==> src/rtl/core/tdfs_ram.sv <==
// Generic single-write, registered-read RAM.
module tdfs_ram #(
   parameter int WIDTH = 32,
   parameter int DEPTH = 16
) (
   input  logic                     clock,
   input  logic                     we,
   input  logic [$clog2(DEPTH)-1:0] waddr,
   input  logic [WIDTH-1:0]         wdata,
   input  logic [$clog2(DEPTH)-1:0] raddr,
   output logic [WIDTH-1:0]         rdata
);
   logic [WIDTH-1:0] mem [DEPTH];
   logic [WIDTH-1:0] rdata_ff;

   always_ff @(posedge clock) begin
      if (we) begin
         mem[waddr] <= wdata;
      end
      rdata_ff <= mem[raddr];
   end

   assign rdata = rdata_ff;
endmodule

==> config.mk <==
export PLATFORM = sky130hd
export DESIGN_NAME = tdfs_ram
export DESIGN_NICKNAME = d
export VERILOG_FILES = /design/src/rtl/core/tdfs_ram.sv
export SDC_FILE = /design/constraint.sdc
export NUM_CORES = 1
export LEC_CHECK = 0
export BUFFER_PORTS_ARGS = -buffer_cell sky130_fd_sc_hd__buf_2
export CAP_MARGIN = 20
export CORE_ASPECT_RATIO = 1.4
export CORE_MARGIN = 2
export CORE_UTILIZATION = 24
export DETAILED_ROUTE_END_ITERATION = 8
export MAX_ROUTING_LAYER = met4
export PLACE_DENSITY_LB_ADDON = 0.12
export SLEW_MARGIN = 25
export SYNTH_ARGS = -nofsm -noshare
export SYNTH_HDL_FRONTEND = slang
export SYNTH_SLANG_ARGS = --single-unit
export TNS_END_PERCENT = 100
==> constraint.sdc <==
create_clock -name clock -period 11 [get_ports clock]
set_input_delay 2.2 -clock clock [delete_from_list [all_inputs] [get_ports clock]]
set_output_delay 2.2 -clock clock [all_outputs]
set_load 0.005 [all_outputs]
After elaboration in Yosys (flattened, before gate mapping)
Memory sizes are Yosys's and may differ from the RTL's. A register that Yosys moved wholly into a read port is not among the register bits.
Cells that the tools add are included.
Widths: inputs -> output; s select.
{"block": "word_totals", "regBits": 0, "ram_bits": 512, "in_bits": 42, "out_inout_bits": 32, "word_cells": 3, "memories": 1}
{"name": "mem", "words": 16, "word_bits": 32, "read_ports": 1, "rd_clocked_by_memory_dff": 1, "write_ports": 1, "line_no": "13", "source": "logic [WIDTH-1:0] mem [DEPTH];"}
{"block": "op_classes", "mux": 2}
{"op": "$mux 1", "count": 2}

Logic depth before layout (Yosys ltp)
Gate-level depths: netlist (run 1).
{"block": "logic_depth", "depth_word": 2, "ltp_mapped": 5, "mapped_depth_nobuf": 3}

Least setup slack after synthesis (run 1)
Ideal clock, no wire load.
{"block": "synth_path", "path_kind": "input-to-reg", "from": "input port waddr[2]", "to": "memory mem[0][0] (enable)", "setup_ns": 0.461, "t_arrival_ns": 4.918, "t_required_ns": 10.539, "setup_slack_ns": 5.620, "stages": 2, "n_path_buf": 0, "path_cell_list": "or3b_2 > nor3_1"}
{"element": "start: declaration", "line_no": "8", "source": "input logic [$clog2(DEPTH)-1:0] waddr,"}
{"element": "end: declaration", "line_no": "13"}
No word-level cell before the write port.

==> results of run 1 <==
[Yosys cell counts, drive strengths merged]
cell type / instances / share of area (%)
a22oi: 64 / 2.4
and2: 1 / 0.032
buf: 26 / 0.80
clkbuf: 17 / 0.32
dfxtp: 32 / 3.2
edfxtp: 512 / 77
mux4: 128 / 15
nand2: 33 / 0.62
nand2b: 2 / 0.063
nand3: 1 / 0.025
nand3b: 2 / 0.076
nor2: 13 / 0.25
nor2b: 2 / 0.063
nor3: 4 / 0.10
or3b: 1 / 0.044
[per-layer routing]
layer  up-vias  GRT usage (%)  part of all wire [%]
li1       3789              -                     -
met3        82           2.10                   3.9
met5         -              -                     0
met2       166           20.7                    50
met1      4875           16.6                    44
met4         0           3.58                   2.3
[cells by family after synthesis]
kind of cell | count (synthesis)
compound gates | 64
mux | 128
flops | 544
buf+inv | 43
simple gates | 59
[flip-flops by register name (all words and copies together), names as in the netlist]
| name | count |
|---|---|
| mem | 512 |
| rdata | 32 |
[tightest hold or removal path, stage by stage (launching register included)]
cell      delay [ns]
edfxtp_1        0.31
mux4_2          0.22
a22oi_1         0.06
nand2_1         0.06
[power groups by stage]
stage,Clock (mW),Sequential (mW),Combinational [mW]
6_report,1.94,2.33,0.205
5_1_grt,2.08,2.34,0.227
4_1_cts,2.01,2.33,0.214
3_5_place_dp,0,2.38,0.214
3_3_place_gp,0,2.38,0.212
2_1_floorplan,0,2.37,0.111
[final cells by class]
type	instances	area (sq um)
clock buffer	75	1480
tap	1071	1340
timing repair buffer	96	554
multi-input combinational	251	3750
sequential	544	16000
clock inverter	26	348
fill	7939	58300
[path summary, 6_finish.rpt]
kind	startpoint	end	slack (ns)	cells after the start
setup / recovery	raddr[1]	rdata[28]	6.95	5
hold / removal	mem[14][6]	rdata[6]	0.67	3
setup reg to reg	mem[11][2]	rdata[2]	9.69	3
hold reg to reg	mem[14][6]	rdata[6]	0.67	3
[metrics by stage]
stage | worst slack [ns] | util (%)
floorplan | 5.62 | -
global placement | 6.20 | 26.5
detailed placement | 6.20 | 26.5
CTS | 6.87 | 28.7
global route | 6.70 | 28.7
finish | 6.95 | 28.7
[cells in the final DEF, fill, tap and decap left out]
master / Yosys / layout
buf_4: 11 / 23
buf_8: 0 / 1
clkbuf_16: 0 / 55
a22oi_1: 64 / 64
or3b_2: 1 / 1
inv_8: 0 / 1
inv_6: 0 / 1
nor2_4: 0 / 13
nor2b_4: 0 / 2
edfxtp_1: 512 / 512
clkinv_4: 0 / 1
buf_2: 4 / 71
nand2b_1: 2 / 2
clkbuf_8: 0 / 3
bufinv_16: 0 / 8
buf_6: 2 / 1
nor3_2: 0 / 4
clkbuf_1: 17 / 17
dfxtp_1: 32 / 32
and2_2: 0 / 1
nand2_1: 33 / 33
nand3_1: 1 / 1
mux4_2: 128 / 128
nand3b_1: 2 / 2
clkinvlp_4: 0 / 4
clkinv_1: 0 / 5
clkinv_2: 0 / 6
==> results.json, run 1 <==
{
  "status": "completed",
  "crit_chain": "buf_6 > buf_4 > mux4_2 > a22oi_1 > nand2_1",
  "dpl.cell_count": 1962,
  "grt_pass1_wl_mm": 73.9,
  "yosysWarnings": 0,
  "hold_viol": 0,
  "path_buf_inv": 2,
  "power.share.clock_pct": 43.4,
  "insertion_delay_ns": 0.62,
  "hold_slack_ns": 0.671,
  "muxShareOfSynthArea_pct": 14.5,
  "synth_top_family_by_area": "multiplexers",
  "io_buffers": 73,
  "slowest_delay_ns": 0.87,
  "max_freq_mhz": 247,
  "yosysSeqAreaShare_pct": 80.7,
  "synthSimpleGateAreaFrac_pct": 1.27,
  "num_rows": 124,
  "start_util_pct": 24.3,
  "die_w_um": 247,
  "gp_congestion": 0.654,
  "worst_pin_slew_ns": 0.955,
  "drive_above_1_share_pct": 32.7,
  "rsz0062_at_grt": "false",
  "ctsHtreeMaxLevel": 2,
  "fin_area_sq_um": 23500,
  "synth_area_sq_um": 19900,
  "area_growth_pct": 18.3,
  "cp_slowest_cell": "buf_4",
  "ctsResizeCount": 0,
  "power.density_nw_per_um2": 191,
  "timing.final.max_slew_violations": 0,
  "ant_nets": 0,
  "synth_compound_area_share_pct": 2.42,
  "wire_per_inst_um": 25.1,
  "wl_mm": 51.9,
  "startpoint_type": "primary input",
  "slew_headroom_pct": 36.3,
  "grt_pass1_vias": 9716,
  "layout.cells.non_filler": 2063,
  "comb_power_share_pct": 4.6,
  "core_area_sq_um": 81800,
  "ctsHoldBuffers": 0,
  "drt-pass1-iter-count": 5,
  "clock-skew-final_ns": 0.00988,
  "io_pins": 74,
  "ir_drop_mv": 0.110,
  "clockBufferDepth": 3,
  "syn_nets": 880,
  "synth_seq_cells": 544,
  "ctsRootBufferMaster": "clkbuf_16",
  "power_mw": 4.48,
  "clock-sinks": 544,
  "dpl.hpwl_mm": 24.1,
  "synthCells": 838,
  "seq_power_share_pct": 52.1,
  "antenna_cells": 0,
  "grt_overflow": 0,
  "path_clk_slew_ns": 0.06,
  "antenna_found_initial": 3,
  "nets": 990,
  "synth-adder-area-share_pct": 0,
  "fin_crit_ns": 4.05,
  "grt.total_usage_pct": 12.8,
  "drc": 0,
  "swShare_pct": 21.2,
  "drv_cap": 0,
  "fp.dieH_um": 344,
  "numCtsBuffers": 55,
  "arrival_ns": 4.53,
  "fin_crit_sh_pct": 36.8,
  "cts_tree": "built",
  "synth_xor_area_share_pct": 0,
  "power.switching_mw": 0.949,
  "min_path_type": "reg -> reg",
  "p_int_mw": 3.53,
  "fp.dieArea_sq_um": 85100,
  "crit_family": "buffers and inverters",
  "path_class": "in -> reg",
  "post_cts_buffers": 0,
  "vias": 8912,
  "grt_max_degree": 73,
  "synth_cell_types": 18,
  "worstPathRequired_ns": 11.49,
  "postPlaceCellArea_sq_um": 21700,
  "cp-end-kind": "flip-flop",
  "viasPerCell": 4.32,
  "worstPathMaxFanout": 72,
  "leakage_nw": 7.33,
  "dr.first_iter.drc_count": 605,
  "synth_area_per_cell_sq_um": 23.7,
  "setup_tns_ns": 0,
  "finalSetupViolCount": 0
}
Power figures use the tool's default switching activity.
==> inputs of run 2 (changes only) <==
clock period = 3.5 ns   (was 11 ns; I/O delays follow)
==> run 2 against run 1 <==
Effect of this change:
- worst hold slack worse by 0.19 ns
- global-route usage shrank 0.51 points
- register-to-register slack lost 7.6 ns
- flip-flop and latch count unchanged
- combinational power rose to 3.3 times the previous value
- power rose to 3.1 times the previous value
- clock skew rose by 0.00098 ns
- largest cell class unchanged
- highest routed layer unchanged
==> results.json, run 2 (synthesis results as in run 1) <==
{
  "status": "completed",
  "ctsResizeCount": 0,
  "worstPathMaxFanout": 15,
  "numCtsBuffers": 55,
  "grt_max_degree": 44,
  "seq_power_share_pct": 53.1,
  "ir_drop_mv": 0.344,
  "ctsHoldBuffers": 0,
  "p_int_mw": 10.9,
  "clock-skew-final_ns": 0.0109,
  "drc": 0,
  "final_cell_mix": "edfxtp_1 (512), mux4_2 (128), buf_2 (71)",
  "cp-end-kind": "flip-flop",
  "clockBufferDepth": 3,
  "num_rows": 124,
  "path_buf_inv": 2,
  "grt_pass1_vias": 10000,
  "startpoint_type": "primary input",
  "grt.total_usage_pct": 12.3,
  "crit_family": "simple AND/OR/NAND/NOR gates",
  "postPlaceCellArea_sq_um": 22000,
  "finalSetupViolCount": 0,
  "wire_per_inst_um": 24.1,
  "fp.dieArea_sq_um": 85100,
  "worst_pin_slew_ns": 0.719,
  "antenna_found_initial": 3,
  "timing.final.max_slew_violations": 0,
  "min-delay-start": "wdata[8]",
  "drv_cap": 0,
  "grt_pass1_wl_mm": 72.6,
  "insertion_delay_ns": 0.59,
  "swShare_pct": 21.3,
  "fin_crit_ns": 1.87,
  "wl_mm": 50.1,
  "max_freq_mhz": 534,
  "rsz0062_at_grt": "false",
  "grt_overflow": 0,
  "arrival_ns": 2.16,
  "slowest_delay_ns": 0.59,
  "gp_congestion": 0.656,
  "fp.dieH_um": 344,
  "io_pins": 74,
  "area_growth_pct": 19.7,
  "fin_crit_sh_pct": 53.5,
  "power.density_nw_per_um2": 580,
  "dpl.hpwl_mm": 27.2,
  "reg2reg_from": "mem[8][26]",
  "clock-sinks": 544,
  "viasPerCell": 4.32,
  "ctsHtreeMaxLevel": 2,
  "path_clk_slew_ns": 0.06,
  "power.share.clock_pct": 42.0,
  "largest-register": "mem",
  "largest_reg_flops": 512,
  "hold_viol": 0,
  "dr.first_iter.drc_count": 675,
  "leakage_nw": 7.48,
  "drt-pass1-iter-count": 5,
  "cp-startpoint": "waddr[1]",
  "cp_slowest_cell": "nor2_4",
  "worstPathRequired_ns": 3.78,
  "start_util_pct": 24.3,
  "vias": 8989,
  "power.switching_mw": 2.94,
  "nets": 1006,
  "path_class": "in -> reg",
  "cts_tree": "built",
  "min_path_type": "in -> reg",
  "drive_above_1_share_pct": 34.7,
  "power_mw": 13.8,
  "io_buffers": 73,
  "core_area_sq_um": 81800,
  "layout_commonest_cell": "edfxtp_1",
  "setup_tns_ns": 0,
  "comb_power_share_pct": 4.9,
  "slew_headroom_pct": 52.1,
  "ant_nets": 0,
  "die_w_um": 247,
  "post_cts_buffers": 0,
  "ctsRootBufferMaster": "clkbuf_16",
  "fin_area_sq_um": 23800,
  "crit_chain": "buf_2 > nand2b_1 > nor2_4 > buf_4"
}
run 2: cell types whose count changed in the layout (fill, tap and decap cells not counted), moves of 3 or more:
cell	previous run	this run
clkinvlp_4	4	1
bufinv_16	8	3
clkinv_1	5	8
clkinv_2	6	19
buf_12	0	15
nor3_2	4	0
clkbuf_1	17	6
clkbuf_8	3	7
nor3_4	0	4
run 2: layout make-up:
class | count | area [sq um]
antenna | 1 | 2.50
sequential | 544 | 16000
clock buffer | 69 | 1520
fill | 7879 | 58000
tap | 1071 | 1340
timing repair buffer | 112 | 862
multi-input combinational | 251 | 3770
clock inverter | 34 | 256
run 2: final timing paths:
check | cells after the start | slack (ns) | endpoint
max | 4 | 1.63 | mem[13][6]
min | 1 | 0.48 | mem[7][8]
max reg2reg | 3 | 2.13 | rdata[26]
min reg2reg | 3 | 0.66 | rdata[6]
run 2: worst reg2reg max path, cell delays in order, from the launching register on:
cell	delay (ns)
edfxtp_1	0.37
mux4_2	0.46
a22oi_1	0.32
nand2_1	0.11
run 2: metrics by stage:
step | std cells | util [%] | hold slack, ns | worst slack [ns]
2_1_floorplan | 838 | - | 0.635 | 0.492
3_3_place_gp | 1978 | 26.9 | 0.654 | 0.941
3_5_place_dp | 1978 | 26.9 | 0.657 | 0.924
4_1_cts | 2081 | 29.1 | 0.439 | 1.56
5_1_grt | 2082 | 29.1 | 0.460 | 1.52
6_report | 2082 | 29.1 | 0.484 | 1.63
run 2: per-layer routing:
layer	GRT usage (%)	share of wire, %	vias up
li1	-	-	3823
met1	16.1	45	4914
met2	19.8	49	176
met3	1.73	3.6	76
met4	3.69	2.2	0
met5	-	0	-
run 2: power by group through the flow:
stage	Clock, mW	Sequential [mW]	Combinational (mW)
floorplan	0	7.46	0.350
global placement	0	7.47	0.703
detailed placement	0	7.47	0.703
CTS	6.02	7.34	0.704
global route	6.21	7.34	0.742
finish	5.79	7.33	0.675
==> inputs of run 3 (changes only) <==
ABC_AREA = 1   (was unset)
clock period = 1.96 ns   (was 3.5 ns; I/O delays follow)
==> run 3 against run 2 <==
Effect of this change:
- critical path depth fell by 3
- largest cell class unchanged
- via count grew 63%
- sequential share of layout area fell by 8.2 points
- cell count is 68% higher
- setup slack worse by 1.2 ns
- power is 88% higher
- wire length is 38% higher
- synthesized area is 14% higher
- combinational power increased to 2.6 times the previous value
- worst hold slack worse by 0.31 ns
- clock-buffer cell count rose by 7
- register-to-register slack got worse by 1.4 ns
==> results.json, run 3 <==
{
  "synth_area_sq_um": 22700,
  "worstPathRequired_ns": 1.57,
  "io_pins": 74,
  "synth_edf_count": 512,
  "min-delay-start": "wdata[11]",
  "grt_pass1_vias": 15100,
  "ir_drop_mv": 0.705,
  "ctsHtreeMaxLevel": 2,
  "nets": 2271,
  "fin_crit_sh_pct": 77.1,
  "status": "completed",
  "wire_per_inst_um": 19.7,
  "cp_slowest_cell": "dfxtp_1",
  "synth_top_cell_by_area": "edfxtp_1",
  "holdPathStages": 1,
  "io_buffers": 73,
  "ctsHoldBuffers": 0,
  "numCtsBuffers": 57,
  "clockBufferDepth": 3,
  "crit_family": "flip-flops",
  "setup_tns_ns": 0,
  "wl_mm": 69.0,
  "ctsResizeCount": 0,
  "largest-register": "mem",
  "gp_congestion": 0.741,
  "worstPathMaxFanout": 1,
  "drc": 0,
  "layout_commonest_cell": "nand2_1",
  "grt_max_degree": 66,
  "fin_crit_ns": 1.51,
  "synth_most_common_cell": "nand2_1",
  "core_area_sq_um": 93900,
  "timing.final.max_slew_violations": 0,
  "ant_nets": 0,
  "path_buf_inv": 1,
  "fp.dieH_um": 368,
  "clock-sinks": 544,
  "largest_reg_flops": 512,
  "dr.first_iter.drc_count": 909,
  "antenna_found_initial": 5,
  "cts_tree": "built",
  "power.density_nw_per_um2": 960,
  "area_growth_pct": 19.1,
  "final_cell_mix": "nand2_1 (677), edfxtp_1 (512), inv_1 (386)",
  "finalSetupViolCount": 0,
  "synthCells": 2120,
  "clock-skew-final_ns": 0.0359,
  "cp-end-kind": "primary output",
  "holdPathEnd": "mem[6][11]",
  "yosysSeqAreaShare_pct": 70.5,
  "ctsRootBufferMaster": "clkbuf_16",
  "grt_pass1_wl_mm": 103,
  "insertion_delay_ns": 0.63,
  "dpl.hpwl_mm": 41.2,
  "reg2reg_from": "mem[7][21]",
  "vias": 14700,
  "rsz0062_at_grt": "false",
  "slowest_delay_ns": 0.35,
  "start_util_pct": 24.2,
  "rr_worst_depth": 6,
  "path_class": "reg -> out",
  "drive_above_1_share_pct": 11.3,
  "max_freq_mhz": 662,
  "min_path_type": "in -> reg",
  "viasPerCell": 4.20,
  "drv_cap": 0,
  "startpoint_type": "flip-flop",
  "grt.total_usage_pct": 14.7,
  "synth_seq_cells": 544,
  "synth_area_per_cell_sq_um": 10.7,
  "die_w_um": 264,
  "reg2reg_to": "rdata[21]",
  "setup_ws_ns": 0.449,
  "syn_nets": 2162,
  "ys.flop_type": "edfxtp_1",
  "hold_viol": 0,
  "num_rows": 133,
  "dp_slack_ns": 0.102,
  "grt_overflow": 0,
  "leakage_nw": 11.2,
  "ff2ff_setup_slack_ns": 0.75,
  "yosysWarnings": 0,
  "yosysTopAreaCellShare_pct": 67.6,
  "synth_cell_types": 15,
  "crit_chain": "buf_2",
  "hold_slack_ns": 0.177,
  "fp.dieArea_sq_um": 97200,
  "worst_pin_slew_ns": 0.508,
  "arrival_ns": 1.12,
  "yosys-top-cells-area": "edfxtp_1 (68%), nand2_1 (11%), nand3_1 (8.5%), inv_1 (6.4%), dfxtp_1 (2.8%)",
  "post_cts_buffers": 0,
  "slew_headroom_pct": 66.0,
  "synthArstFlopShare_pct": 0,
  "drt-pass1-iter-count": 5,
  "path_clk_slew_ns": 0.06,
  "synth_common_cells": "nand2_1 (677), edfxtp_1 (512), inv_1 (388)"
}
## run 3: worst max-delay path by stage
stage	startpoint	to	slack [ns]	depth (start not counted)
global route	rdata[22]	rdata[22]	0.39	1
detailed placement	raddr[0]	rdata[23]	0.10	8
floorplan	waddr[2]	mem[10][0]	-0.42	2
CTS	rdata[18]	rdata[18]	0.36	1
global placement	raddr[0]	rdata[23]	0.09	8
finish	rdata[18]	rdata[18]	0.45	1
## run 3: kinds of logic (layout without fill, tap and decap cells)
group,Yosys count,count (layout),share of synthesized area (%)
simple gates,1081,1081,20.0
flops,544,544,70.5
buf+inv,495,651,9.54
other cells,0,4,0
## run 3: cell type report
cell class                      instances  area (sq um)
Sequential cell                       544         16000
Multi-Input combinational cell       1081          4670
Antenna cell                            4          10.0
Clock buffer                           76          1560
Clock inverter                         30           330
Inverter                              390          1480
Fill cell                            9757         66800
Timing Repair Buffer                  155          1500
Tap cell                             1215          1520
## run 3: routing by layer
metal  track usage, %  wire length, um
met1             18.5            31000
met2             25.0            34200
met3             1.95             2170
met4             4.06             1660
met5                -                0
## run 3: through the flow
step | power, mW | util, % | instances | area [sq um]
2_1_floorplan | 14.2 | - | 2120 | 22700
3_3_place_gp | 15.2 | 26.8 | 3385 | 25200
3_5_place_dp | 15.2 | 26.8 | 3385 | 25200
4_1_cts | 26.4 | 28.8 | 3491 | 27100
5_1_grt | 27.0 | 28.8 | 3494 | 27100
6_report | 26.0 | 28.8 | 3495 | 27100
## run 3: report_power, final
part	internal (mW)	total, mW	switching [mW]
Sequential	13.0	13.1	0.0810
Clock	6.48	11.1	4.66
Combinational	0.525	1.76	1.23
Total	20.0	26.0	5.97
